$ cat src/rtl/sqvg_pkg.sv
package sqvg_pkg;

  localparam int COORD_BITS = 16;
  localparam int UV_FRAC_BITS = 16;
  localparam int ANGLE_BITS = 16;

  localparam int QBITS = ANGLE_BITS - 2;
  localparam int T_LSH = (QBITS <= 16) ? 16 - QBITS : 0;
  localparam int T_RSH = (QBITS > 16) ? QBITS - 16 : 0;
  localparam logic [ANGLE_BITS-1:0] QUARTER_TURN = ANGLE_BITS'(1) << QBITS;

  localparam logic [16:0] T_ONE = 17'd65536;
  localparam logic [16:0] POLY_A = 17'd102873;
  localparam logic [15:0] POLY_B = 16'd41906;
  localparam logic [12:0] POLY_C = 13'd4569;

  localparam int DIV_STAGES = 6;
  localparam int DIV_SPS = (UV_FRAC_BITS + DIV_STAGES - 1) / DIV_STAGES;

  localparam int SUM_W = 42;

  typedef enum logic [1:0] {
    CORNER_TL = 2'd0,
    CORNER_BL = 2'd1,
    CORNER_BR = 2'd2,
    CORNER_TR = 2'd3
  } corner_e;

  typedef struct packed {
    logic [15:0]        tex_id;
    logic signed [15:0] depth;
    logic [31:0]        color;
    corner_e            corner;
    logic               last;
  } meta_t;

  typedef struct packed {
    logic signed [17:0] rx;
    logic signed [17:0] ry;
    logic signed [16:0] px;
    logic signed [16:0] py;
  } geo_t;

  typedef struct packed {
    meta_t                  meta;
    geo_t                   geo;
    logic [16:0]            edge_u;
    logic [15:0]            size_u;
    logic [16:0]            edge_v;
    logic [15:0]            size_v;
    logic [ANGLE_BITS-1:0]  ang_s;
    logic [ANGLE_BITS-1:0]  ang_c;
  } vert_t;

  typedef struct packed {
    logic [15:0]           r;
    logic [UV_FRAC_BITS:0] q;
  } div_st_t;

  function automatic div_st_t div_step(div_st_t s, logic [15:0] size);
    logic [16:0] r2;
    div_st_t     n;
    r2 = {s.r, 1'b0};
    if (r2 >= {1'b0, size}) begin
      n.r = 16'(r2 - {1'b0, size});
      n.q = {s.q[UV_FRAC_BITS-1:0], 1'b1};
    end else begin
      n.r = r2[15:0];
      n.q = {s.q[UV_FRAC_BITS-1:0], 1'b0};
    end
    return n;
  endfunction

endpackage

$ cat src/rtl/sqvg_sine.sv
module sqvg_sine (
  input  logic                            clk_i,
  input  logic                            en_i,
  input  logic [sqvg_pkg::ANGLE_BITS-1:0] ang_i,
  output logic signed [18:0]              sin_o
);

  logic [1:0]                    quad;
  logic [sqvg_pkg::QBITS-1:0]    r;
  logic [39:0]                   tw;
  logic [16:0]                   t;
  logic [33:0]                   tt;
  logic [29:0]                   m1;
  logic [32:0]                   m2;
  logic [33:0]                   m3;

  logic [16:0] t1_q, t2_q, t3_q;
  logic        n1_q, n2_q, n3_q;
  logic [16:0] sq1_q, sq2_q;
  logic [15:0] p2_q;
  logic [16:0] p3_q;
  logic signed [18:0] s_q;

  always_comb begin
    quad = ang_i[sqvg_pkg::ANGLE_BITS-1 -: 2];
    r    = ang_i[sqvg_pkg::QBITS-1:0];
    tw   = (40'(r) << sqvg_pkg::T_LSH) >> sqvg_pkg::T_RSH;
    t    = quad[0] ? (sqvg_pkg::T_ONE - tw[16:0]) : tw[16:0];
    tt   = 34'(t) * 34'(t);
    m1   = 30'(sq1_q) * 30'(sqvg_pkg::POLY_C);
    m2   = 33'(sq2_q) * 33'(p2_q);
    m3   = 34'(t3_q) * 34'(p3_q);
  end

  always_ff @(posedge clk_i) begin
    if (en_i) begin
      t1_q  <= t;
      n1_q  <= quad[1];
      sq1_q <= tt[32:16];

      t2_q  <= t1_q;
      n2_q  <= n1_q;
      sq2_q <= sq1_q;
      p2_q  <= sqvg_pkg::POLY_B - m1[29:16];

      t3_q  <= t2_q;
      n3_q  <= n2_q;
      p3_q  <= sqvg_pkg::POLY_A - m2[32:16];

      s_q   <= n3_q ? -$signed({1'b0, m3[33:16]}) : $signed({1'b0, m3[33:16]});
    end
  end

  assign sin_o = s_q;

endmodule

$ cat config.mk
export PLATFORM = sky130hd
export DESIGN_NAME = sqvg_sine
export DESIGN_NICKNAME = d
export VERILOG_FILES = /design/src/rtl/sqvg_pkg.sv /design/src/rtl/sqvg_sine.sv
export SDC_FILE = /design/constraint.sdc
export NUM_CORES = 2
export LEC_CHECK = 0
export ABC_AREA = 1
export BUFFER_PORTS_ARGS = -buffer_cell sky130_fd_sc_hd__buf_4
export CORE_AREA = 2 2 282 284
export DETAILED_ROUTE_END_ITERATION = 7
export DIE_AREA = 0 0 284 286
export SLEW_MARGIN = 20
export SYNTH_ARGS = -nofsm -noshare
export SYNTH_HDL_FRONTEND = slang
export SYNTH_SLANG_ARGS = --single-unit
$ cat constraint.sdc
create_clock -name clk_i -period 12.34 [get_ports clk_i]
set_input_delay 2.468 -clock clk_i [delete_from_list [all_inputs] [get_ports clk_i]]
set_output_delay 2.468 -clock clk_i [all_outputs]
set_load 0.01 [all_outputs]
==> results.md <==
* Width of the die at 284 um
* Worst Setup Path Type: input port to register
* Commonest non-fill, non-tap cell in the layout: inv_1
* Hold slack at 409 ps
* Largest net degree at the start of global routing at 74
* Input/output buffers at 36
* Clock Skew at 14.7 ps
* XOR/XNOR Fraction of Synth Area at 1.76%
* Synth Warn # at 0
* RePlAce Congestion at 0.888
* Final setup viols at 0
* Ant. Diodes at 0
* Startpoint Class: input port
* CP max stage cell: fa_1
* Initial antenna violation count at 0
* Slew Viols, Final at 0
* Resized cells post-CTS at 0
* Grt ovf at 0
* I/O pins at 37
* DP Wirelength at 65900 um
* Global-route wire length before repair at 137000 um
* Simple-gate portion of the synthesized area at 18.9%
* Area leader, netlist: fa_1
* Num Clock Sinks at 134
* Core area at 78400 um^2
* Initial core utilization at 44.4%
* Cells after Synth at 4430
* Post-synthesis compound-gate area fraction at 3.04%
* Hold Buf Count CTS at 0
* Area growth, synth to finish at 5.24%
* Post-Place Cell Area at 36100 um^2
* All-Layer GR Usage at 20.8%
* Main synth FF type: edfxtp_1
* Setup ws final at 3170 ps
* Tightest Pin Transition at 1040 ps
* Vias in the first global route at 27.4k
* Largest family of logic cells by synthesized area: adder cells
* Die Area at 81200 um^2
* Max FO, Critical Path at 11
* Root buffer cell: clkbuf_16
* Register area share after synthesis at 11.6%
* Post-CTS Setup Inserts at 0
* Num CTS Buffers at 17
* CTS tree: yes
* Top-area cell type share of the netlist area at 34.8%
* Post-Syn Area per Cell at 7.85 um^2
* Vias at 26.3k
* Critical path endpoint category: register
* Synth Area in Adders at 49.5%
* Initial drt markers at 1411
* Final WL at 79400 um
* Max Freq at 0.109 GHz
* CTS Buffer Depth at 2
* Drt pass-1 iters at 5
* Vias per cell at 4.83
* Site Rows at 103
* Cell area after synthesis at 34800 um^2
* Most frequent cells in the layout: inv_1 (1265), nand2_1 (1166), fa_1 (604)
* Post-synthesis cell type count at 48
* Post-layout min period at 9170 ps
* Post-synth ARST share at 0%
* Place WS at 2690 ps
* Die H at 286 um
* Final ANT Viol Nets at 0
* Clk_lat worst skew at 470 ps
* CP peak stage delay at 530 ps
* Nets at 5425
* Final hold vios at 0
* Reg clk slew, reported paths at 60 ps
* Fin crit share at 74.3%
* Design area at 36600 um^2
* Mux share of post-synthesis cell area at 0%
* Flops & latches, synth at 134
* Post-synth EDFFs at 134
* Critical Path Most Common Cell: inv_1
* Worst min path class: register to register
* Fraction of layout cells with a size suffix above 1 at 3.54%
* Max Cap Viol at 0
* Setup tns final at 0 ps
* Req. time, crit path at 12550 ps
* Result of the run: finished, final reports clean
* WP data arrival at 9380 ps
* H-tree depth at 4
* Reg-to-reg slack, setup at 5380 ps
* RSZ-0062 raised after global routing: false
* Synth area leaders: fa_1 (35%), ha_1 (15%), inv_1 (14%)
* WL/cell at 14.6 um
* Rel. slew slack at 30.8%
* Residual DRC count at 0
area by class of cell:
| class | count | area (um^2) |
|---|---|---|
| clock buffers | 19 | 433 |
| multi-input cells | 2903 | 25500 |
| inverters | 1283 | 4820 |
| clock inverters | 12 | 108 |
| flip-flops and latches | 134 | 4020 |
| fillers | 7963 | 41700 |
| well taps | 1050 | 1310 |
| repair buffers | 53 | 402 |
per-layer routing:
| layer | vias to the layer above | routed length (um) | GRT usage, % |
|---|---|---|---|
| met4 | 0 | 1570 | 4.97 |
| met3 | 93 | 2890 | 2.30 |
| met5 | - | 0 | 0 |
| met1 | 12900 | 36100 | 28.0 |
| li1 | 12800 | - | - |
| met2 | 468 | 38800 | 36.2 |
final timing paths:
kind	start	endpoint	depth (start not counted)
setup / recovery	ang_i[0]	sq1_q[14]	35
hold reg to reg	t2_q[12]	t3_q[12]	0
hold / removal	t2_q[12]	t3_q[12]	0
setup reg to reg	p3_q[3]	sin_o[16]	30
through the flow:
step / std cells / utilization [%]
after floorplan: 4438 / -
after global placement: 5423 / 46.0
after detailed placement: 5423 / 46.0
after CTS: 5454 / 46.7
after global routing: 5454 / 46.7
final: 5454 / 46.7
critical path: cells and delay by family:
kind                     cells  cell delay, ps
adder cells (fa/ha/maj)      8            3580
AND/OR/NAND/NOR             14            1960
buffers and inverters       10             980
AO/OA/AOI/OAI                2             250
XOR/XNOR                     1             140
synth_stat cells, types with 22 or more instances:
cell and n:
o21ai_0 44, ha_1 411, xnor2_1 22, nor2_1 221, xor2_1 43, a21oi_1 97, inv_1 1265, edfxtp_1 134
nand2_1 1166, nand4_1 26, nand2_2 23, nand3_1 124, fa_1 604, clkbuf_1 111
flip-flops by register name (all words and copies together) (netlist names):
register / count
t2_q: 15
n2_q: 1
n3_q: 1
t3_q: 15
sq2_q: 17
p2_q: 16
sq1_q: 17
p3_q: 17
n1_q: 1
t1_q: 15
sin_o: 19
cell families (layout without fill, tap and decap cells):
kind of cell    count (synthesis)  after routing
compound gates                187            187
xor+xnor                       67             67
fa+ha+maj                    1015           1015
buf+inv                      1401           1367
flops                         134            134
other cells                     2             10
simple gates                 1624           1624
Power is left out: the tool's default activity adds up to more than one toggle a clock period on the data nets, which glitch-free logic cannot reach.
