## src/rtl/sqvg_pkg.sv

```systemverilog
package sqvg_pkg;

  localparam int COORD_BITS = 16;
  localparam int UV_FRAC_BITS = 16;
  localparam int ANGLE_BITS = 16;

  localparam int QBITS = ANGLE_BITS - 2;
  localparam int T_LSH = (QBITS <= 16) ? 16 - QBITS : 0;
  localparam int T_RSH = (QBITS > 16) ? QBITS - 16 : 0;
  localparam logic [ANGLE_BITS-1:0] QUARTER_TURN = ANGLE_BITS'(1) << QBITS;

  localparam logic [16:0] T_ONE = 17'd65536;
  localparam logic [16:0] POLY_A = 17'd102873;
  localparam logic [15:0] POLY_B = 16'd41906;
  localparam logic [12:0] POLY_C = 13'd4569;

  localparam int DIV_STAGES = 6;
  localparam int DIV_SPS = (UV_FRAC_BITS + DIV_STAGES - 1) / DIV_STAGES;

  localparam int SUM_W = 42;

  typedef enum logic [1:0] {
    CORNER_TL = 2'd0,
    CORNER_BL = 2'd1,
    CORNER_BR = 2'd2,
    CORNER_TR = 2'd3
  } corner_e;

  typedef struct packed {
    logic [15:0]        tex_id;
    logic signed [15:0] depth;
    logic [31:0]        color;
    corner_e            corner;
    logic               last;
  } meta_t;

  typedef struct packed {
    logic signed [17:0] rx;
    logic signed [17:0] ry;
    logic signed [16:0] px;
    logic signed [16:0] py;
  } geo_t;

  typedef struct packed {
    meta_t                  meta;
    geo_t                   geo;
    logic [16:0]            edge_u;
    logic [15:0]            size_u;
    logic [16:0]            edge_v;
    logic [15:0]            size_v;
    logic [ANGLE_BITS-1:0]  ang_s;
    logic [ANGLE_BITS-1:0]  ang_c;
  } vert_t;

  typedef struct packed {
    logic [15:0]           r;
    logic [UV_FRAC_BITS:0] q;
  } div_st_t;

  function automatic div_st_t div_step(div_st_t s, logic [15:0] size);
    logic [16:0] r2;
    div_st_t     n;
    r2 = {s.r, 1'b0};
    if (r2 >= {1'b0, size}) begin
      n.r = 16'(r2 - {1'b0, size});
      n.q = {s.q[UV_FRAC_BITS-1:0], 1'b1};
    end else begin
      n.r = r2[15:0];
      n.q = {s.q[UV_FRAC_BITS-1:0], 1'b0};
    end
    return n;
  endfunction

endpackage

```

## src/rtl/sqvg_uvdiv.sv

```systemverilog
module sqvg_uvdiv (
  input  logic                            clk_i,
  input  logic                            en_i,
  input  logic [16:0]                     edge_i,
  input  logic [15:0]                     size_i,
  output logic [sqvg_pkg::UV_FRAC_BITS:0] q_o
);

  sqvg_pkg::div_st_t st_q [sqvg_pkg::DIV_STAGES-1];
  logic [15:0]       size_q [sqvg_pkg::DIV_STAGES-1];
  logic              ovf_q [sqvg_pkg::DIV_STAGES-1];
  logic [sqvg_pkg::UV_FRAC_BITS:0] out_q;

  for (genvar k = 0; k < sqvg_pkg::DIV_STAGES; k++) begin : g_stage
    sqvg_pkg::div_st_t st0;
    sqvg_pkg::div_st_t st;
    logic [15:0]       size;
    logic              ovf;

    if (k == 0) begin : g_first
      logic b;

      always_comb begin
        size   = size_i;
        // quotient would need more than the integer bit
        ovf    = {1'b0, edge_i} >= {1'b0, size_i, 1'b0};
        b      = edge_i >= {1'b0, size_i};
        st0.r  = b ? 16'(edge_i - {1'b0, size_i}) : edge_i[15:0];
        st0.q  = {{sqvg_pkg::UV_FRAC_BITS{1'b0}}, b};
      end
    end else begin : g_next
      always_comb begin
        size = size_q[k-1];
        ovf  = ovf_q[k-1];
        st0  = st_q[k-1];
      end
    end

    always_comb begin
      st = st0;
      for (int i = 0; i < sqvg_pkg::DIV_SPS; i++) begin
        if (k * sqvg_pkg::DIV_SPS + i < sqvg_pkg::UV_FRAC_BITS) begin
          st = sqvg_pkg::div_step(st, size);
        end
      end
    end

    if (k < sqvg_pkg::DIV_STAGES - 1) begin : g_mid
      always_ff @(posedge clk_i) begin
        if (en_i) begin
          st_q[k]   <= st;
          size_q[k] <= size;
          ovf_q[k]  <= ovf;
        end
      end
    end else begin : g_last
      always_ff @(posedge clk_i) begin
        if (en_i) out_q <= ovf ? '1 : st.q;
      end
    end
  end

  assign q_o = out_q;

endmodule

```

## config.mk

```make
export PLATFORM = sky130hd
export DESIGN_NAME = sqvg_uvdiv
export DESIGN_NICKNAME = d
export VERILOG_FILES = /design/src/rtl/sqvg_pkg.sv /design/src/rtl/sqvg_uvdiv.sv
export SDC_FILE = /design/constraint.sdc
export NUM_CORES = 1
export LEC_CHECK = 0
export BUFFER_PORTS_ARGS = -buffer_cell sky130_fd_sc_hd__buf_2
export CAP_MARGIN = 20
export CORE_UTILIZATION = 40
export DETAILED_ROUTE_END_ITERATION = 10
export GPL_TIMING_DRIVEN = 0
export PLACE_DENSITY_LB_ADDON = 0.25
export SLEW_MARGIN = 25
export SYNTH_ARGS = -nofsm -noshare
export SYNTH_HDL_FRONTEND = slang
export SYNTH_SLANG_ARGS = --single-unit
```

## constraint.sdc

```tcl
create_clock -name clk_i -period 36.5 [get_ports clk_i]
set_clock_uncertainty 0.15 [all_clocks]
set_input_delay 5.475 -clock clk_i [delete_from_list [all_inputs] [get_ports clk_i]]
set_output_delay 5.475 -clock clk_i [all_outputs]
set_load 0.005 [all_outputs]
```

==> flow_results.org <==
** Clock tree
- Worst-Skew Late Latency :: 0.59 ns
- Buffers added to address setup during post-CTS repair amount to 0.
- CTS Buffer Depth :: 3
- The tree is rooted in a clkbuf_16.
- CTS Buf Count :: 29
- Post-CTS resize count :: 0
- Depth of the CTS H-tree :: 1
- Number of clock sinks :: 232
- TritonCTS built the clock tree.
- Clock transition at the registers of the reported paths :: 0.06 ns
- Hold-fix buffers at CTS :: 0

** Global route
- Overall fraction of global-route tracks in use :: 0.2145
- After global routing the overflow that remains totals 0.
- Number of global-route vias before repair :: 17520
- The first global-routing pass estimated 96500 um of wire.
- Largest net degree at the start of global routing :: 99
- Initial antenna violation count :: 0

** Final layout
- Proportion of layout cells with a drive suffix above 1 :: 0.1073
- The net count of the finished layout is 2803.
- Leaving out filler cells and counting taps, the final layout contains 3255.
- Syn-to-layout area delta :: 10.10%
- The number of antenna diodes in the final layout is 0.
- Summing all non-filler instances in the final layout gives an area of 24740 um^2.

** Die
- The die is 239 um tall.
- Total die area :: 57120 um^2
- Placement Rows :: 86
- The floorplan step defined a core boundary enclosing 55310 um^2.
- During I/O placement, the number of pins put on the boundary was 52.
- The die is 239 um wide.
- For this configuration, the core starts out at a cell density of 0.4062.

** Yosys
- Proportion of register bits with asynchronous set or reset after synthesis :: 0
- Most common library cells after synthesis :: ha_1 (277), edfxtp_1 (232), a21oi_1 (180), inv_1 (176), nor2_1 (163)
- Number of synthesized register bits :: 232
- The biggest area contributor in the post-synthesis netlist is edfxtp_1.
- In this run the mean area of a mapped cell was 9.358 um^2.
- During synthesis, Yosys emitted a total of 0 warnings.
- The cell area that synthesis handed to floorplanning was 22470 um^2.
- Number of enable-type register cells in the synthesized netlist :: 232
- Part of the Yosys area used for sequential elements :: 0.3101
- Instance count of the mapped netlist :: 2401
- Dominant cell by count in the synthesized netlist :: ha_1
- Synthesis instantiated 81 different standard cells from the library.
- After synthesis, the cell types taking the most area are edfxtp_1 (31%), ha_1 (15%), mux2_2 (4.9%).
- Share of Yosys cell area claimed by the top area cell type :: 0.3101
- Nets in the synthesized netlist :: 2719
- In the synthesized netlist the dominant register cell turns out to be edfxtp_1.

** Placement
- Total placed cells including tap cells :: 3202
- Half-perimeter wire length of the detailed placement result :: 50110 um
- Area of placed instances :: 23720 um^2
- Buffers placed on the I/O ports in this run total 51.
- Routability congestion estimate from global placement :: 0.9233

** Timing
- For the pin with the worst max-slew slack, the measured transition is 1.006 ns.
- The final-report max-slew violation count is 0.
- Total negative slack :: 0 ns
- Counting I/O delays and the setup requirement, the final critical path takes 17.25 ns.
- Final setup viols :: 0
- Dividing the final minimum period by the clock period gives 0.4725.
- Setup repair after global routing left no endpoint under its margin.
- The worst pin sits at a relative slew slack of 0.3208.
- Maximum clock frequency :: 57.98 MHz
- The hold violation count in the final report came to 0.

** Drt
- Detailed routing inserted a total of 18390 vias.
- The detail route stage leaves a number of antenna-violating nets equal to 0.
- The detailed router finished its first iteration with 1567 violations.
- Overall routed net length :: 61870 um
- For this run, the detailed router's first-pass iteration total came to 6.
- In the final routed layout, each cell accounts on average for 19.01 um.
- After detailed routing, the number of vias per cell comes to 5.649.
- For this run, design rule violations remaining after detail routing come to 0.

** Setup path
- At the worst endpoint, the required time is 36.67 ns.
- Worst Reg-to-Reg Cells :: 33
- R2r endpoint :: st_q[0][157]
- Critical Path Sink Type :: flip-flop
- FF-to-FF Start :: size_q[0][49]
- Tracing the worst setup path back leads to its startpoint at size_i[6].
- CP Max Fanout :: 10
- Delay of the slowest critical-path stage :: 0.66 ns
- Critical path data arrival time :: 17.41 ns
- Following the worst setup path forward leads to its endpoint at st_q[0][25].
- Worst setup SP type :: input pin
- Setup slack on the worst reg-to-reg path comes out at 25.60 ns.
- Worst Path Class, Setup :: input pin to flip-flop
- The slowest stage of the critical path belongs to the cell a211oi_1.

** Hold path
- The min-delay analysis places its worst path in the category flip-flop to flip-flop.

** Run
- Number of maximum-capacitance constraint violations :: 0

** Status
- Status :: finished, final reports clean
==> critical path: cells and delay by family <==
kind                     cells  cell delay (ns)
multiplexers                 2             0.75
AO/OA/AOI/OAI               18             5.26
adder cells (fa/ha/maj)      4             1.26
AND/OR/NAND/NOR             11             2.54
buffers and inverters       10             2.14
==> flip-flops by register name, indices dropped and copies added (netlist names) <==
signal	flops
st_q	130
size_q	80
q_o	17
ovf_q	5
==> routing by layer <==
layer	vias to the layer above	GRT usage	wire length, um
met4	0	0.07110	1953
met2	424	0.3519	28170
met5	-	0	0
met1	8702	0.2924	28940
li1	9154	-	-
met3	106	0.02448	2815
==> stage by stage <==
stage               worst slack, ns  utilization  hold slack, ns
floorplan                     21.11            -          0.2503
global placement              18.96       0.4278          0.2512
detailed placement            18.84       0.4289          0.2545
CTS                           19.39       0.4472          0.2677
global route                  18.38       0.4472          0.2725
finish                        19.25       0.4472          0.2667
==> kinds of logic (layout without fill, tap and decap cells) <==
kind of cell | Yosys count | count (layout) | synth area share
compound gates | 705 | 705 | 0.2097
simple gates | 622 | 622 | 0.1362
fa+ha+maj | 283 | 283 | 0.1596
flops | 232 | 232 | 0.3101
buf+inv | 226 | 332 | 0.03932
xor+xnor | 187 | 187 | 0.07290
mux | 146 | 146 | 0.07223
==> worst min path at each step <==
stage,start,end,cells after the start
6_report,st_q[0][75],st_q[0][111],0
4_1_cts,st_q[0][68],st_q[0][104],0
2_1_floorplan,ovf_q[0][0],ovf_q[0][1],0
3_5_place_dp,st_q[0][68],st_q[0][104],0
5_1_grt,st_q[0][75],st_q[0][111],0
3_3_place_gp,st_q[0][99],st_q[0][135],0
==> placed cells by master (no fill, tap or decap), drive strengths merged, types with 41 or more instances in the layout <==
master and n:
nand2 155, xor2 68, ha 277, inv 180, mux2 105, a21oi 181
edfxtp 232, nor2 163, o21a 53, xnor2 119, clkbuf 67, buf 64
nor3 47, a21o 101, o21ai 139, mux2i 41
==> area by class of cell <==
cell class	instances	area (um^2)
Timing Repair Buffer	53	320.3
Multi-Input combinational cell	1943	14620
Fill cell	5364	30570
Inverter	179	671.9
Clock buffer	31	733.2
Clock inverter	22	279.0
Tap cell	748	935.9
Buffer	47	211.5
Sequential cell	232	6967
Power is not shown: default switching activity piles up to over one toggle a cycle in this logic, so the estimate is an artifact.
