### config.mk
export PLATFORM = sky130hd
export DESIGN_NAME = sqvg_issue
export DESIGN_NICKNAME = d
export VERILOG_FILES = /design/src/rtl/sqvg_pkg.sv /design/src/rtl/sqvg_issue.sv
export SDC_FILE = /design/constraint.sdc
export NUM_CORES = 1
export LEC_CHECK = 0
export BUFFER_PORTS_ARGS = -buffer_cell sky130_fd_sc_hd__buf_2
export CAP_MARGIN = 5
export CORE_AREA = 2 2 200 202
export DETAILED_ROUTE_END_ITERATION = 10
export DIE_AREA = 0 0 202 204
export PLACE_DENSITY = 0.8
export SLEW_MARGIN = 20
export SYNTH_ARGS = -nofsm -noshare
export SYNTH_HDL_FRONTEND = slang
export SYNTH_SLANG_ARGS = --single-unit
export TNS_END_PERCENT = 1
### constraint.sdc
create_clock -name clk_i -period 17.3 [get_ports clk_i]
set_input_delay 1.73 -clock clk_i [delete_from_list [all_inputs] [get_ports clk_i]]
set_output_delay 1.73 -clock clk_i [all_outputs]
set_load 0.005 [all_outputs]
### src/rtl/sqvg_pkg.sv
package sqvg_pkg;

  localparam int COORD_BITS = 16;
  localparam int UV_FRAC_BITS = 16;
  localparam int ANGLE_BITS = 16;

  localparam int QBITS = ANGLE_BITS - 2;
  localparam int T_LSH = (QBITS <= 16) ? 16 - QBITS : 0;
  localparam int T_RSH = (QBITS > 16) ? QBITS - 16 : 0;
  localparam logic [ANGLE_BITS-1:0] QUARTER_TURN = ANGLE_BITS'(1) << QBITS;

  localparam logic [16:0] T_ONE = 17'd65536;
  localparam logic [16:0] POLY_A = 17'd102873;
  localparam logic [15:0] POLY_B = 16'd41906;
  localparam logic [12:0] POLY_C = 13'd4569;

  localparam int DIV_STAGES = 6;
  localparam int DIV_SPS = (UV_FRAC_BITS + DIV_STAGES - 1) / DIV_STAGES;

  localparam int SUM_W = 42;

  typedef enum logic [1:0] {
    CORNER_TL = 2'd0,
    CORNER_BL = 2'd1,
    CORNER_BR = 2'd2,
    CORNER_TR = 2'd3
  } corner_e;

  typedef struct packed {
    logic [15:0]        tex_id;
    logic signed [15:0] depth;
    logic [31:0]        color;
    corner_e            corner;
    logic               last;
  } meta_t;

  typedef struct packed {
    logic signed [17:0] rx;
    logic signed [17:0] ry;
    logic signed [16:0] px;
    logic signed [16:0] py;
  } geo_t;

  typedef struct packed {
    meta_t                  meta;
    geo_t                   geo;
    logic [16:0]            edge_u;
    logic [15:0]            size_u;
    logic [16:0]            edge_v;
    logic [15:0]            size_v;
    logic [ANGLE_BITS-1:0]  ang_s;
    logic [ANGLE_BITS-1:0]  ang_c;
  } vert_t;

  typedef struct packed {
    logic [15:0]           r;
    logic [UV_FRAC_BITS:0] q;
  } div_st_t;

  function automatic div_st_t div_step(div_st_t s, logic [15:0] size);
    logic [16:0] r2;
    div_st_t     n;
    r2 = {s.r, 1'b0};
    if (r2 >= {1'b0, size}) begin
      n.r = 16'(r2 - {1'b0, size});
      n.q = {s.q[UV_FRAC_BITS-1:0], 1'b1};
    end else begin
      n.r = r2[15:0];
      n.q = {s.q[UV_FRAC_BITS-1:0], 1'b0};
    end
    return n;
  endfunction

endpackage

### src/rtl/sqvg_issue.sv
module sqvg_issue (
  input  logic                 clk_i,
  input  logic                 rst_ni,
  input  logic                 in_valid_i,
  output logic                 in_ready_o,
  input  logic [15:0]          tex_id_i,
  input  logic [31:0]          tex_size_i,
  input  logic [63:0]          dest_rect_i,
  input  logic [63:0]          src_rect_i,
  input  logic [15:0]          angle_i,
  input  logic [31:0]          pivot_offset_i,
  input  logic [31:0]          color_abgr_i,
  input  logic signed [15:0]   layer_depth_i,
  input  logic                 en_i,
  output logic                 vert_valid_o,
  output sqvg_pkg::vert_t      vert_o
);

  logic        busy_q, busy_d;
  logic [1:0]  cnt_q, cnt_d;
  logic        accept;

  logic [15:0]        tex_id_q;
  logic [31:0]        tex_size_q;
  logic [63:0]        dest_q;
  logic [63:0]        src_q;
  logic [15:0]        angle_q;
  logic [31:0]        pivot_q;
  logic [31:0]        color_q;
  logic signed [15:0] depth_q;

  logic                  vv_q;
  sqvg_pkg::vert_t       vert_q, vert_d;

  logic [15:0] tw, th, sx, sy, sw, sh, dw, dh, dx, dy, ox, oy;
  logic        right, bottom;

  assign in_ready_o = !busy_q || (en_i && cnt_q == sqvg_pkg::CORNER_TR);
  assign accept     = in_valid_i && in_ready_o;

  always_comb begin
    busy_d = busy_q;
    cnt_d  = cnt_q;
    if (busy_q && en_i) begin
      cnt_d = cnt_q + 2'd1;
      if (cnt_q == sqvg_pkg::CORNER_TR) busy_d = 1'b0;
    end
    if (accept) begin
      busy_d = 1'b1;
      cnt_d  = sqvg_pkg::CORNER_TL;
    end
  end

  always_ff @(posedge clk_i or negedge rst_ni) begin
    if (!rst_ni) begin
      busy_q <= 1'b0;
      cnt_q  <= 2'd0;
      vv_q   <= 1'b0;
    end else begin
      busy_q <= busy_d;
      cnt_q  <= cnt_d;
      if (en_i) vv_q <= busy_q;
    end
  end

  always_ff @(posedge clk_i) begin
    if (accept) begin
      tex_id_q   <= tex_id_i;
      tex_size_q <= tex_size_i;
      dest_q     <= dest_rect_i;
      src_q      <= src_rect_i;
      angle_q    <= angle_i;
      pivot_q    <= pivot_offset_i;
      color_q    <= color_abgr_i;
      depth_q    <= layer_depth_i;
    end
    if (en_i) vert_q <= vert_d;
  end

  always_comb begin
    tw = (tex_size_q[31:16] == 16'd0) ? 16'd1 : tex_size_q[31:16];
    th = (tex_size_q[15:0] == 16'd0) ? 16'd1 : tex_size_q[15:0];
    sx = src_q[63:48];
    sy = src_q[47:32];
    sw = src_q[31:16];
    sh = src_q[15:0];
    // whole texture
    if (src_q == 64'd0) begin
      sw = tw;
      sh = th;
    end
    dx = dest_q[63:48];
    dy = dest_q[47:32];
    dw = dest_q[31:16];
    dh = dest_q[15:0];
    ox = pivot_q[31:16];
    oy = pivot_q[15:0];
    right  = (cnt_q == sqvg_pkg::CORNER_BR) || (cnt_q == sqvg_pkg::CORNER_TR);
    bottom = (cnt_q == sqvg_pkg::CORNER_BL) || (cnt_q == sqvg_pkg::CORNER_BR);

    vert_d.meta.tex_id = tex_id_q;
    vert_d.meta.depth  = depth_q;
    vert_d.meta.color  = color_q;
    vert_d.meta.corner = sqvg_pkg::corner_e'(cnt_q);
    vert_d.meta.last   = (cnt_q == sqvg_pkg::CORNER_TR);

    vert_d.geo.rx = (right ? {2'b00, dw} : 18'd0) - {{2{ox[15]}}, ox};
    vert_d.geo.ry = (bottom ? {2'b00, dh} : 18'd0) - {{2{oy[15]}}, oy};
    vert_d.geo.px = {dx[15], dx} + {ox[15], ox};
    vert_d.geo.py = {dy[15], dy} + {oy[15], oy};

    vert_d.edge_u = right ? ({1'b0, sx} + {1'b0, sw}) : {1'b0, sx};
    vert_d.size_u = tw;
    vert_d.edge_v = bottom ? ({1'b0, sy} + {1'b0, sh}) : {1'b0, sy};
    vert_d.size_v = th;

    vert_d.ang_s = sqvg_pkg::ANGLE_BITS'(angle_q);
    vert_d.ang_c = sqvg_pkg::ANGLE_BITS'(angle_q) + sqvg_pkg::QUARTER_TURN;
  end

  assign vert_valid_o = vv_q;
  assign vert_o       = vert_q;

endmodule

==> results of run 1 <==
## stage by stage
step                      std cells  total power, mW  hold WS [ns]  area, um2
after global placement         2410             2.57         0.400      24100
after CTS                      2502             3.64         0.416      25700
after floorplan                1430             2.27         0.400      21100
after global routing           2506             3.79         0.423      25700
after detailed placement       2410             2.61         0.405      24100
final                          2508             3.62         0.416      25700
## worst register-to-register path, delay by kind of cell (launching register included)
kind                       cells  cell delay, ns
and+or+nand+nor                4            1.23
AOI/OAI and AO/OA              6            1.17
adders and majority gates      2            0.60
DFF                            1            0.43
buffers and inverters          2            0.43
## final timing paths
check,to,cells after the start,slack [ns],from
setup reg to reg,vert_o[91],14,13.19,src_q[39]
min in group asynchronous,busy_q,1,0.94,rst_ni
max in group asynchronous,cnt_q[0],1,16.25,rst_ni
setup / recovery,angle_q[0],6,12.38,en_i
hold reg to reg,vert_o[197],0,0.42,color_q[26]
hold / removal,vert_o[197],0,0.42,color_q[26]
## power by group through the flow
stage	combinational, mW	clock (mW)	sequential, mW
2_1_floorplan	0.571	0	1.70
3_3_place_gp	0.890	0	1.68
3_5_place_dp	0.919	0	1.69
4_1_cts	0.928	1.04	1.67
5_1_grt	1.03	1.08	1.68
6_report	0.931	1.03	1.67
## final cells by class
cell class	instances	area, um2
flip-flops and latches	497	14900
clock buffers	55	1250
multi-input cells	798	5660
clock inverters	37	304
well taps	525	657
diodes	6	15.0
repair buffers	520	2630
fillers	2767	13500
inverters	70	263
## cell families after synthesis
group	after synthesis	synth area share [%]
AO/OA/AOI/OAI	322	10.1
XOR/XNOR	65	2.70
buffers and inverters	135	2.65
AND/OR/NAND/NOR	300	7.18
multiplexers	5	0.255
adder cells (fa/ha/maj)	106	6.49
flip-flops	497	70.6
## registers in the layout, summed over array words and instances, names as in the netlist
name,flops
dest_q,64
angle_q,16
vert_valid_o,1
tex_size_q,32
color_q,32
busy_q,1
cnt_q,2
vert_o,221
tex_id_q,16
pivot_q,32
src_q,64
depth_q,16
## layout by cell type, fill, tap and decap left out, drive strengths merged, types with 53 or more instances in the layout
cell    instances
a21oi          69
ha            100
a21o           53
nor2           60
inv            74
edfxtp        493
clkbuf         55
nand2          74
buf           520
o21ai          66
## layer usage
| layer | wire length [um] | vias to the layer above |
|---|---|---|
| li1 | - | 6465 |
| met1 | 20900 | 6766 |
| met4 | 1590 | 2 |
| met3 | 4190 | 97 |
| met5 | 7 | - |
| met2 | 26500 | 594 |
==> flow_summary.yaml, run 1 <==
sta:
  min_period_over_period_pct: 28.4
  rsz0062_at_grt: "false"
  slew_headroom_pct: 32.7
  report.final.slew_viol_count: 0
  finalHoldViolations: 0
  setup_tns_ns: 0
  period_minus_slack_ns: 4.92
  skew_ns: 0.0196
  tightest_slew_ns: 1.01
  final.setup.worst_slack_ns: 12.38
  setup_viol_count_final: 0
  max_freq_ghz: 0.203
routing:
  drc_errors: 0
  routedWlPerCell_um: 21.2
  drtAntennaViolNets: 0
  vias_per_cell: 5.55
  routed_wl_um: 53200
  num_vias: 13900
  drt_iter0_markers: 994
  first_pass_iters: 5
setup_path:
  critPathSlowestCell: "buf_4"
  crit_type: "primary input to flop"
  crit_path_max_incr_delay_ns: 0.84
  crit_fanout: 105
  critPathCaptureType: "flop"
  start_kind: "primary input"
  cpLargestDelayFamily: "buffers and inverters"
  crit_chain: "buf_8 > nand2_1 > nand2_1 > and2_4 > buf_4 > buf_4"
  critPathBufInv: 3
  cp.required_ns: 17.52
  worst_ep_arrival_time_ns: 5.14
global_route:
  antenna_found_initial: 7
  use_met1_pct: 30.5
  grt_util_met2_pct: 42.6
  overflow: 0
  use_met3_pct: 6.44
  grt.total_usage_pct: 24.8
  grt_pass1_wl_um: 77900
  busiest_layer: "met2"
  grt_max_degree: 106
  grt_pass1_vias: 13900
pwr:
  swShare_pct: 30.3
  power_density_mw_per_mm2: 141
  power.share.clock_pct: 28.3
  vdd.ir_drop.worst_v: 0.000123
  power.switching_mw: 1.10
  share_seq_of_total_power_pct: 46.0
  comb_power_share_pct: 25.7
  p_leak_nw: 10.4
  internal-power_mw: 2.53
synthesis:
  synthTopCellsByCount: "edfxtp_1, ha_1, nand2_1"
  synth_area_per_cell_um2: 14.8
  yosysMostFrequentCell: "edfxtp_1"
  ys_seq_elements: 497
  synth_largest_area_cell: "edfxtp_1"
  synth_cell_types: 60
  synth.net_count: 1812
  postSynthCellCount: 1430
  synth_top_area_share_pct: 70.1
  synth.cell_area_mm2: 0.0211
  synth.area.top_cells: "edfxtp_1, ha_1, a21o_1"
  yosys_warnings: 0
  async_flop_share_pct: 0.805
  synth_edf_count: 493
  seq_area_frac_synth_pct: 70.6
  synth-main-ff-cell: "edfxtp_1"
finish:
  post-route-util_pct: 65.6
  final_nets: 2318
  area.growth.synth_to_final_pct: 21.6
  drive_above_1_share_pct: 30.8
clocking:
  clock-root-buffer: "clkbuf_16"
  htreeDepth: 2
  numCtsBuffers: 49
  insertion_delay_ns: 0.60
  clock_sinks: 497
  cts_tree: "yes"
  cts_resized: 0
  cts.path.max_buffers: 3
  postCtsHoldBufs: 0
  postCtsSetupRepairBufs: 0
  path_clk_slew_ns: 0.07
floorplanning:
  die_width_um: 202
  num_rows: 73
  die_h_um: 204
  start_util_pct: 53.9
  die-area_mm2: 0.0412
  core_area_mm2: 0.0392
  io_pins: 513
worst_hold_path:
  hold_class: "flop to flop"
status:
  status: "complete, no violations"
placed_design:
  port_buffers: 512
  finalWeightedCongestion: 0.896
  post-place-ws_ns: 11.71
  dp_hpwl_um: 38100
flow_run:
  cap_viol_max_count: 0
Note: power is estimated with default switching activity, not from simulation.
==> run 2: changes to the inputs <==
--- a/config.mk
+++ b/config.mk
@@ -5,12 +5,13 @@
 export SDC_FILE = /design/constraint.sdc
 export NUM_CORES = 1
 export LEC_CHECK = 0
+export ABC_AREA = 1
 export BUFFER_PORTS_ARGS = -buffer_cell sky130_fd_sc_hd__buf_2
 export CAP_MARGIN = 5
-export CORE_AREA = 2 2 200 202
+export CORE_MARGIN = 1
+export CORE_UTILIZATION = 49
 export DETAILED_ROUTE_END_ITERATION = 10
-export DIE_AREA = 0 0 202 204
-export PLACE_DENSITY = 0.8
+export PLACE_DENSITY = 0.75
 export SLEW_MARGIN = 20
 export SYNTH_ARGS = -nofsm -noshare
 export SYNTH_HDL_FRONTEND = slang
==> constraint.sdc (replaced) <==
create_clock -name clk_i -period 4.2 [get_ports clk_i]
set_input_delay 0.42 -clock clk_i [delete_from_list [all_inputs] [get_ports clk_i]]
set_output_delay 0.42 -clock clk_i [all_outputs]
set_load 0.005 [all_outputs]
==> flow_summary.yaml, run 2 <==
setup_path:
  critPathBufInv: 2
  cpLargestDelayFamily: "simple AND/OR/NAND/NOR gates"
  worst_ep_arrival_time_ns: 3.86
  reg2reg_from: "src_q[36]"
  reg2reg_depth: 16
  crit_type: "flop to flop"
  cpMostUsedCell: "nand2_1"
  r2r-end: "vert_o[87]"
  start_kind: "flop"
  cp.required_ns: 4.52
  critPathCaptureType: "flop"
  crit_chain: "inv_1 > nand4_1 > nor2_1 > nand2_1 > nor2_4 > buf_4 > nand3_2 > nand2_1 > ha_1 > nand2_1 > nand2_1 > nand2_1 > nand3_1 > or2_2 > nand3_1 > o21ai_0"
  crit_path_max_incr_delay_ns: 0.58
  crit_fanout: 20
  rrSetupSlack_ns: 0.67
  critPathSlowestCell: "nor2_4"
global_route:
  grt_max_degree: 129
  antenna_found_initial: 6
  grt.total_usage_pct: 27.4
  grt_pass1_wl_um: 97000
  grt_pass1_vias: 17500
  overflow: 0
synthesis:
  postSynthCellCount: 1962
  yosys.area_share.simple_pct: 16.3
  synth.net_count: 2344
  ys_seq_elements: 497
  seq_area_frac_synth_pct: 66.6
  synth_cell_types: 37
  synth.cell_area_mm2: 0.0224
  synth_edf_count: 493
  synth_top_family_by_area: "simple AND/OR/NAND/NOR gates"
  synthTopCellsByCount: "nand2_1, edfxtp_1, inv_1"
  synth.area.top_cells: "edfxtp_1, nand2_1, ha_1"
  synth_largest_area_cell: "edfxtp_1"
  async_flop_share_pct: 0.805
  synth_xor_area_share_pct: 1.29
  synth_mux_area_share_pct: 0
  synth_compound_area_share_pct: 3.15
  synth_top_area_share_pct: 66.2
  synth_area_per_cell_um2: 11.4
  synth-main-ff-cell: "edfxtp_1"
  yosysMostFrequentCell: "nand2_1"
  yosys_warnings: 0
  synthAdderAreaFrac_pct: 6.13
finish:
  drive_above_1_share_pct: 23.7
  final_cell_mix: "buf_2, nand2_1, edfxtp_1"
  largest_register_ffs: 221
  area.growth.synth_to_final_pct: 33.6
  final_nets: 3122
  layout_commonest_cell: "buf_2"
clocking:
  cts_resized: 0
  postCtsSetupRepairBufs: 0
  clock_sinks: 497
  htreeDepth: 2
  clock-root-buffer: "clkbuf_16"
  numCtsBuffers: 50
  cts_tree: "yes"
  cts.path.max_buffers: 3
  insertion_delay_ns: 0.60
  path_clk_slew_ns: 0.06
routing:
  drt_iter0_markers: 1340
  vias_per_cell: 5.09
  drc_errors: 0
  routedWlPerCell_um: 19.2
  routed_wl_um: 64900
  num_vias: 17200
  first_pass_iters: 6
  drtAntennaViolNets: 0
sta:
  hold_ws_ns: 0.0190
  setup_tns_ns: 0
  min_period_over_period_pct: 84.2
  max_freq_ghz: 0.283
  rsz0062_at_grt: "false"
  slew_headroom_pct: 44.5
  tightest_slew_ns: 0.833
  setup_viol_count_final: 0
  skew_ns: 0.0282
  period_minus_slack_ns: 3.53
  report.final.slew_viol_count: 0
  finalHoldViolations: 0
pwr:
  vdd.ir_drop.worst_v: 0.000395
  power_density_mw_per_mm2: 544
  power_mw: 16.3
  p_leak_nw: 13.4
floorplanning:
  io_pins: 513
  die_width_um: 216
  start_util_pct: 50.2
  die_h_um: 216
  num_rows: 77
  core_area_mm2: 0.0446
  die-area_mm2: 0.0465
placed_design:
  port_buffers: 512
  dp_hpwl_um: 42200
  finalWeightedCongestion: 0.898
worst_hold_path:
  hold_path_startpoint: "dest_rect_i[60]"
  whs_endpoint: "dest_q[60]"
  holdPathStages: 1
  hold_class: "primary input to flop"
status:
  status: "complete, no violations"
flow_run:
  cap_viol_max_count: 0
-- run 2: cell types whose count changed after synthesis, moves of 29 or more --
cell     delta
a21o_1     -48
inv_1     +225
nand2_1   +423
nand3_1    +89
nand3_2    +30
nor2_1     +74
nor2b_1    -29
o21a_1     -30
xnor2_1    -33
-- run 2: layer usage --
layer	share of wire (%)	up-vias	global-route usage (%)
met5	0.048	-	0
met4	3.3	4	10.3
li1	-	8134	-
met2	50	793	47.4
met3	8.3	143	6.50
met1	38	8111	33.1
-- run 2: cell type report --
cell class                 count  area, um2
antenna                        4       10.0
clock buffer                  55       1290
clock inverter                39        505
fill                        3133      14700
inverter                     296       1110
multi-input combinational   1111       6020
sequential                   497      14900
tap                          592        741
timing repair buffer         784       5310
-- run 2: kinds of logic (layout without fill, tap and decap cells) --
logic type / after synthesis / after routing
AO/OA/AOI/OAI: 135 / 135
XOR/XNOR: 33 / 33
adder cells (fa/ha/maj): 106 / 106
buffers and inverters: 354 / 1174
flip-flops: 497 / 497
other: 0 / 4
AND/OR/NAND/NOR: 837 / 837
-- run 2: worst max-delay path by stage --
| stage | endpoint | depth (start not counted) | slack, ns | startpoint |
|---|---|---|---|---|
| 2_1_floorplan | angle_q[0] | 5 | -1.06 | cnt_q[1] |
| 3_3_place_gp | vert_o[87] | 15 | 0.79 | src_q[58] |
| 3_5_place_dp | vert_o[93] | 17 | 0.73 | src_q[62] |
| 4_1_cts | vert_o[93] | 17 | 0.69 | src_q[62] |
| 5_1_grt | vert_o[60] | 18 | 0.38 | src_q[46] |
| 6_report | vert_o[87] | 16 | 0.67 | src_q[36] |
-- run 2: metrics by stage --
stage | cell area [um2] | util (%) | worst slack [ns] | instances
after floorplan | 22400 | - | -1.06 | 1962
after global placement | 25500 | 57.2 | 0.786 | 3023
after detailed placement | 25500 | 57.2 | 0.727 | 3023
after CTS | 29900 | 67.0 | 0.694 | 3374
after global routing | 29900 | 67.0 | 0.382 | 3377
final | 29900 | 67.0 | 0.665 | 3378
-- run 2: report_power, final --
group	switching, mW	total (mW)	internal (mW)
Sequential	0.335	6.89	6.55
Clock	2.05	4.87	2.82
Combinational	2.87	4.50	1.63
Total	5.25	16.3	11.0
-- run 2: timing repair --
action                                 CTS  global route
hold buffers                           257             0
setup endpoints to repair                0             0
endpoints found under the hold margin  260             0
